===== src/pdd_pkg.sv =====
`timescale 1ns / 1ps
// ----------------------------------------------------------------------------
// pdd_pkg: shared types and constants of the PID differential drive unit
// Field widths, register indexes, reset values and the config struct.
// ----------------------------------------------------------------------------
package pdd_pkg;

	localparam int LEVEL_W   = 16;
	localparam int GAIN_W    = 12;
	localparam int SPEED_W   = 8;
	localparam int OUT_W     = 24;
	localparam int ADDR_W    = 5;
	localparam int DATA_W    = 32;
	localparam int REG_IDX_W = 3;

	localparam logic [REG_IDX_W-1:0] REG_TARGET_LEVEL = 3'd0;
	localparam logic [REG_IDX_W-1:0] REG_GAIN_P       = 3'd1;
	localparam logic [REG_IDX_W-1:0] REG_GAIN_I       = 3'd2;
	localparam logic [REG_IDX_W-1:0] REG_GAIN_D       = 3'd3;
	localparam logic [REG_IDX_W-1:0] REG_BASE_SPEED   = 3'd4;

	localparam logic [LEVEL_W-1:0] TARGET_LEVEL_RST = 16'd5000;
	localparam logic [GAIN_W-1:0]  GAIN_P_RST       = 12'd307;
	localparam logic [GAIN_W-1:0]  GAIN_I_RST       = 12'd256;
	localparam logic [GAIN_W-1:0]  GAIN_D_RST       = 12'd26;
	localparam logic [SPEED_W-1:0] BASE_SPEED_RST   = 8'd50;

	typedef struct packed {
		logic [LEVEL_W-1:0] target_level;
		logic [GAIN_W-1:0]  gain_p;
		logic [GAIN_W-1:0]  gain_i;
		logic [GAIN_W-1:0]  gain_d;
		logic [SPEED_W-1:0] base_speed;
	} pdd_cfg_t;

endpackage


===== src/pdd_regs.sv =====
`timescale 1ns / 1ps
// ----------------------------------------------------------------------------
// pdd_regs: configuration register file
// APB-style write/read of setpoint, gains and base speed.
// ----------------------------------------------------------------------------
module pdd_regs import pdd_pkg::*; (
	input  logic              clk,
	input  logic              arst_n,
	input  logic              psel,
	input  logic              penable,
	input  logic              pwrite,
	input  logic [ADDR_W-1:0] paddr,
	input  logic [DATA_W-1:0] pwdata,
	output logic [DATA_W-1:0] prdata,
	output pdd_cfg_t          cfg
);

	logic [LEVEL_W-1:0]   target_level_q;
	logic [GAIN_W-1:0]    gain_p_q;
	logic [GAIN_W-1:0]    gain_i_q;
	logic [GAIN_W-1:0]    gain_d_q;
	logic [SPEED_W-1:0]   base_speed_q;
	logic [REG_IDX_W-1:0] reg_idx;
	logic                 wr_en;

	assign reg_idx = paddr[ADDR_W-1:2];
	assign wr_en   = psel && penable && pwrite;

	always_ff @(posedge clk or negedge arst_n) begin
		if (!arst_n) begin
			target_level_q <= TARGET_LEVEL_RST;
			gain_p_q       <= GAIN_P_RST;
			gain_i_q       <= GAIN_I_RST;
			gain_d_q       <= GAIN_D_RST;
			base_speed_q   <= BASE_SPEED_RST;
		end else if (wr_en) begin
			case (reg_idx)
				REG_TARGET_LEVEL: target_level_q <= pwdata[LEVEL_W-1:0];
				REG_GAIN_P:       gain_p_q       <= pwdata[GAIN_W-1:0];
				REG_GAIN_I:       gain_i_q       <= pwdata[GAIN_W-1:0];
				REG_GAIN_D:       gain_d_q       <= pwdata[GAIN_W-1:0];
				REG_BASE_SPEED:   base_speed_q   <= pwdata[SPEED_W-1:0];
				default: ;
			endcase
		end
	end

	always_comb begin
		case (reg_idx)
			REG_TARGET_LEVEL: prdata = DATA_W'(target_level_q);
			REG_GAIN_P:       prdata = DATA_W'(gain_p_q);
			REG_GAIN_I:       prdata = DATA_W'(gain_i_q);
			REG_GAIN_D:       prdata = DATA_W'(gain_d_q);
			REG_BASE_SPEED:   prdata = DATA_W'(base_speed_q);
			default:          prdata = '0;
		endcase
	end

	assign cfg.target_level = target_level_q;
	assign cfg.gain_p       = gain_p_q;
	assign cfg.gain_i       = gain_i_q;
	assign cfg.gain_d       = gain_d_q;
	assign cfg.base_speed   = base_speed_q;

endmodule


===== config.mk =====
export PLATFORM = sky130hd
export DESIGN_NAME = pdd_regs
export DESIGN_NICKNAME = d
export VERILOG_FILES = /design/src/pdd_pkg.sv /design/src/pdd_regs.sv
export SDC_FILE = /design/constraint.sdc
export NUM_CORES = 1
export LEC_CHECK = 0
export ABC_AREA = 1
export BUFFER_PORTS_ARGS = -buffer_cell sky130_fd_sc_hd__buf_2
export CORE_ASPECT_RATIO = 0.9
export CORE_UTILIZATION = 49
export CTS_BUF_LIST = sky130_fd_sc_hd__clkbuf_8
export DETAILED_ROUTE_END_ITERATION = 8
export PLACE_DENSITY_LB_ADDON = 0.2
export SYNTH_ARGS = -nofsm -noshare
export SYNTH_HDL_FRONTEND = slang
export SYNTH_SLANG_ARGS = --single-unit

===== constraint.sdc =====
create_clock -name clk -period 1.2 [get_ports clk]
set_clock_uncertainty 0.15 [all_clocks]
set_input_delay 0 -clock clk [delete_from_list [all_inputs] [get_ports clk]]
set_output_delay 0 -clock clk [all_outputs]
set_load 0.1 [all_outputs]

==> results of run 1 <==
-- logic make-up after synthesis --
kind of cell	count (synthesis)	synth area share [%]
and+or+nand+nor	221	31.2
DFF	60	48.4
buffers and inverters	53	10.5
other	1	0.119
AOI/OAI and AO/OA	61	9.71
-- stage by stage --
stage                     cell area, um^2  hold WS (ps)
after floorplan                      3580          -446
after global placement               5610          -118
after detailed placement             5610          -124
-- cells in the mapped netlist, types with 2 or more instances --
cell type / n / area [um^2]
buf_2: 8 / 40.0
buf_4: 22 / 165
buf_6: 5 / 56.3
clkbuf_1: 7 / 26.3
dfrtp_1: 43 / 1080
dfstp_2: 17 / 447
inv_1: 9 / 33.8
nand2_1: 148 / 556
nand2_2: 2 / 12.5
nand3_1: 32 / 160
nand3_2: 2 / 20.0
nand4_1: 16 / 100
nor2_1: 13 / 48.8
nor2_2: 3 / 18.8
nor2_4: 3 / 33.8
o21ai_0: 55 / 275
o21ai_1: 6 / 30.0
==> flow_metrics.env, run 1 <==
export IMPL_outcome="did not finish"
export IMPL_stop_stage="clock tree synthesis (4_1_cts)"
export IMPL_error="[ERROR DPL-0038] Utilization greater than 100%, impossible to legalize"
export IMPL_start_util_pct=51.1
export IMPL_yosysSeqAreaShare_pct=48.4
export IMPL_ys_ff_latch=60
export IMPL_post_cts_buffers=20
export IMPL_cts_inserted_buffers=9
export IMPL_synth_edf_count=0
export IMPL_cts_sinks=60
export IMPL_hold_buffers=17
export IMPL_syn_inst=396
export IMPL_ctsRootBufferMaster="clkbuf_8"
export IMPL_cts_resized=50
export IMPL_syn_area_per_cell_um2=7.94
export IMPL_synth_cell_types=22
export IMPL_io_buffers=99
export IMPL_pre_cts_slack_ps=-170
export IMPL_fp_dieW_um=86.4
export IMPL_cts_buffer_depth=2
export IMPL_ys_flop_type="dfrtp_1"
export IMPL_place_inst=624
export IMPL_syn_area_um2=3140
export IMPL_place_congestion=0.875
export IMPL_synth_async_reset_ratio_pct=100
export IMPL_ios=134
export IMPL_rows=27
export IMPL_hpwl_um=9970
export IMPL_die_y_um=78.0
export IMPL_ys_warn_count=0
export IMPL_htreeDepth=3
==> run 2, diff against run 1 <==
Settings changed: CORE_ASPECT_RATIO 0.9 to default, CORE_UTILIZATION 49 to 40, CTS_BUF_LIST sky130_fd_sc_hd__clkbuf_8 to default, PLACE_DENSITY_LB_ADDON 0.2 to 0.15.
==> flow_metrics.env, run 2 <==
export IMPL_synth_cell_types=22
export IMPL_yosysMostFrequentCell="nand2_1"
export IMPL_multi_input_area_um2=1630
export IMPL_cp_arrival_ps=1420
export IMPL_seqPwrFrac_pct=25.3
export IMPL_outcome="finished, violations left"
export IMPL_wire_per_inst_um=18.7
export IMPL_grtUsageTotal_pct=30.9
export IMPL_peakVddDrop_v=0.00130
export IMPL_yosysSeqAreaShare_pct=48.4
export IMPL_internal_power_mw=6.34
export IMPL_placed_area_um2=5670
export IMPL_cts_buffer_depth=2
export IMPL_path_max_fanout=2
export IMPL_gr_total_overflow=0
export IMPL_final_cell_area_um2=6390
export IMPL_ys_ff_latch=60
export IMPL_io_buffers=99
export IMPL_grt_pass1_vias=3756
export IMPL_num_vias=3709
export IMPL_mostFrequentLayoutCell="nand2_1"
export IMPL_final_nets=623
export IMPL_ant_nets=0
export IMPL_dr_first_iter_drc_count=314
export IMPL_worstSetupEndpointType="output port"
export IMPL_ys_warn_count=0
export IMPL_pwr_share_clk_pct=14.4
export IMPL_top_register="target_level_q"
export IMPL_synth_area_top_cells="dfrtp_1 (34%), nand2_1 (18%), dfstp_2 (14%)"
export IMPL_ctsRootBufferMaster="clkbuf_8"
export IMPL_clkSlewWorstSetupHoldPaths_ps=70
export IMPL_fillCellCount=352
export IMPL_dieArea_um2=8220
export IMPL_period_share_pct=131
export IMPL_regArea_um2=1700
export IMPL_cts_sinks=60
export IMPL_ys_top_cells_by_count="nand2_1 (148), o21ai_0 (55), dfrtp_1 (43), nand3_1 (32), buf_4 (22)"
export IMPL_drv_cap=0
export IMPL_wirelength_um=12800
export IMPL_whs_ps=60.8
export IMPL_required_ps=1050
export IMPL_hold_class="in2async"
export IMPL_setup_tns_ps=-8250
export IMPL_finalSetupViolCount=52
export IMPL_switching_share_pct=48.5
export IMPL_place_congestion=0.853
export IMPL_drtPass1Iterations=4
export IMPL_power_leakage_nw=2.88
export IMPL_pwr_share_comb_pct=60.3
export IMPL_startpoint_type="flip-flop"
export IMPL_fp_dieW_um=90.6
export IMPL_largest_register_ffs=16
export IMPL_htreeDepth=3
export IMPL_hpwl_um=8020
export IMPL_cts_tree="done"
export IMPL_slowest_stage="dfstp_4"
export IMPL_ios=134
export IMPL_grt_max_degree=61
export IMPL_layout_setup_ws_ps=-372
export IMPL_area_growth_pct=103
export IMPL_yosysTopAreaCellShare_pct=34.2
export IMPL_synth_async_reset_ratio_pct=100
export IMPL_ys_flop_type="dfrtp_1"
export IMPL_start_util_pct=42.4
export IMPL_syn_area_um2=3140
export IMPL_syn_area_per_cell_um2=7.94
export IMPL_crit_cells=5
export IMPL_critPathTopFamily="flip-flops"
export IMPL_synth_edf_count=0
export IMPL_diodes=0
export IMPL_failed_checks="setup timing"
export IMPL_syn_inst=396
export IMPL_crit_chain="nand3_2 > o21ai_2 > inv_2 > nand2_8 > buf_12"
export IMPL_critPathKind="reg2out"
export IMPL_die_y_um=90.6
export IMPL_grt_pass1_wl_um=19500
export IMPL_layout_common_cells="nand2_1 (131), buf_12 (85), o21ai_0 (53)"
export IMPL_hold_viol_final=0
export IMPL_p_switching_mw=5.97
export IMPL_finalCriticalPeriod_ps=1570
export IMPL_cpPeakStageDelay_ps=620
export IMPL_fmax_ghz=0.636
export IMPL_ff2ff_path_depth=5
export IMPL_power_density_nw_per_um2=1930
export IMPL_cts_inserted_buffers=9
export IMPL_drive_gt1_share_pct=55.6
export IMPL_avgViaCountPerCell=5.42
export IMPL_antenna_found_initial=0
export IMPL_clock_latency_ps=330
export IMPL_rows=31
export IMPL_yosys_area_top_type="dfrtp_1"
export IMPL_rsz0062_at_grt="yes"
export IMPL_finalMaxSlewViolations=0
export IMPL_utilization_pct=86.2
export IMPL_drc=0
export IMPL_core_area_um2=7410
export IMPL_path_buf_inv=2
==> run 2: cell counts after synthesis <==
No cell type changed its count.
==> run 2: power by group through the flow <==
| stage | sequential [mW] | combinational (mW) | clock [mW] |
|---|---|---|---|
| floorplan | 5.89 | 1.33 | 0 |
| global placement | 3.09 | 6.86 | 0 |
| detailed placement | 3.10 | 6.92 | 0 |
| CTS | 3.08 | 7.27 | 1.79 |
| global route | 3.14 | 7.62 | 1.85 |
| finish | 3.11 | 7.42 | 1.77 |
==> run 2: layer usage <==
| metal | GRT usage, % | part of all wire [%] | routed length [um] | up-vias |
|---|---|---|---|---|
| met2 | 54.5 | 51 | 6490 | 252 |
| met3 | 7.83 | 8.3 | 1060 | 55 |
| li1 | - | - | - | 1632 |
| met4 | 15.6 | 4.6 | 591 | 0 |
| met5 | 0 | 0 | 0 | - |
| met1 | 34.3 | 36 | 4620 | 1770 |
==> run 2: through the flow <==
stage | std cells | power (mW) | worst slack [ps]
detailed placement | 633 | 10.0 | -95.7
finish | 684 | 12.3 | -372
CTS | 675 | 12.1 | -368
global placement | 633 | 9.94 | -72.2
global route | 684 | 12.6 | -402
floorplan | 411 | 7.23 | -602
==> run 2: area by class of cell <==
class                           count  area share, %
Inverter                           10          0.705
Clock inverter                      2          0.548
Multi-Input combinational cell    298           25.5
Sequential cell                    60           26.5
Clock buffer                       13           2.33
Timing Repair Buffer              202           42.4
Tap cell                           99           1.94
==> run 2: timing repair <==
item | CTS | global route
cloned | 0 | 0
gates resized for setup | 47 | 30
hold endpoints to repair | 120 | 0
buffers inserted | 11 | 27
endpoints found under the setup margin | 47 | 53
pin swaps | 23 | 13
hold buffers | 17 | 0
==> run 2: kinds of logic after synthesis <==
kind of cell           count (synthesis)  share of synthesized area (%)
AO/OA/AOI/OAI                         61                           9.71
buffers and inverters                 53                           10.5
flip-flops                            60                           48.4
other                                  1                          0.119
AND/OR/NAND/NOR                      221                           31.2
==> run 2: final timing paths <==
check                                                      to  slack, ps                           from
worst min-delay path              base_speed_q[6]$_DFFE_PN0P_         60                         arst_n
worst min register to register  target_level_q[4]$_DFFE_PN0P_        410  target_level_q[4]$_DFFE_PN0P_
worst max-delay path                                prdata[1]       -370        gain_p_q[1]$_DFFE_PN1P_
min in group clk                     gain_i_q[11]$_DFFE_PN0P_         70                        penable
worst max register to register        gain_p_q[1]$_DFFE_PN1P_       -120        gain_p_q[1]$_DFFE_PN1P_
max in group asynchronous       target_level_q[9]$_DFFE_PN1P_        520                         arst_n
==> run 2: tightest hold or removal path, stage by stage <==
cell,delay (ps)
dlygate4sd3_1,520
buf_2,120
buf_12,290
(Power assumes the default switching activity.)
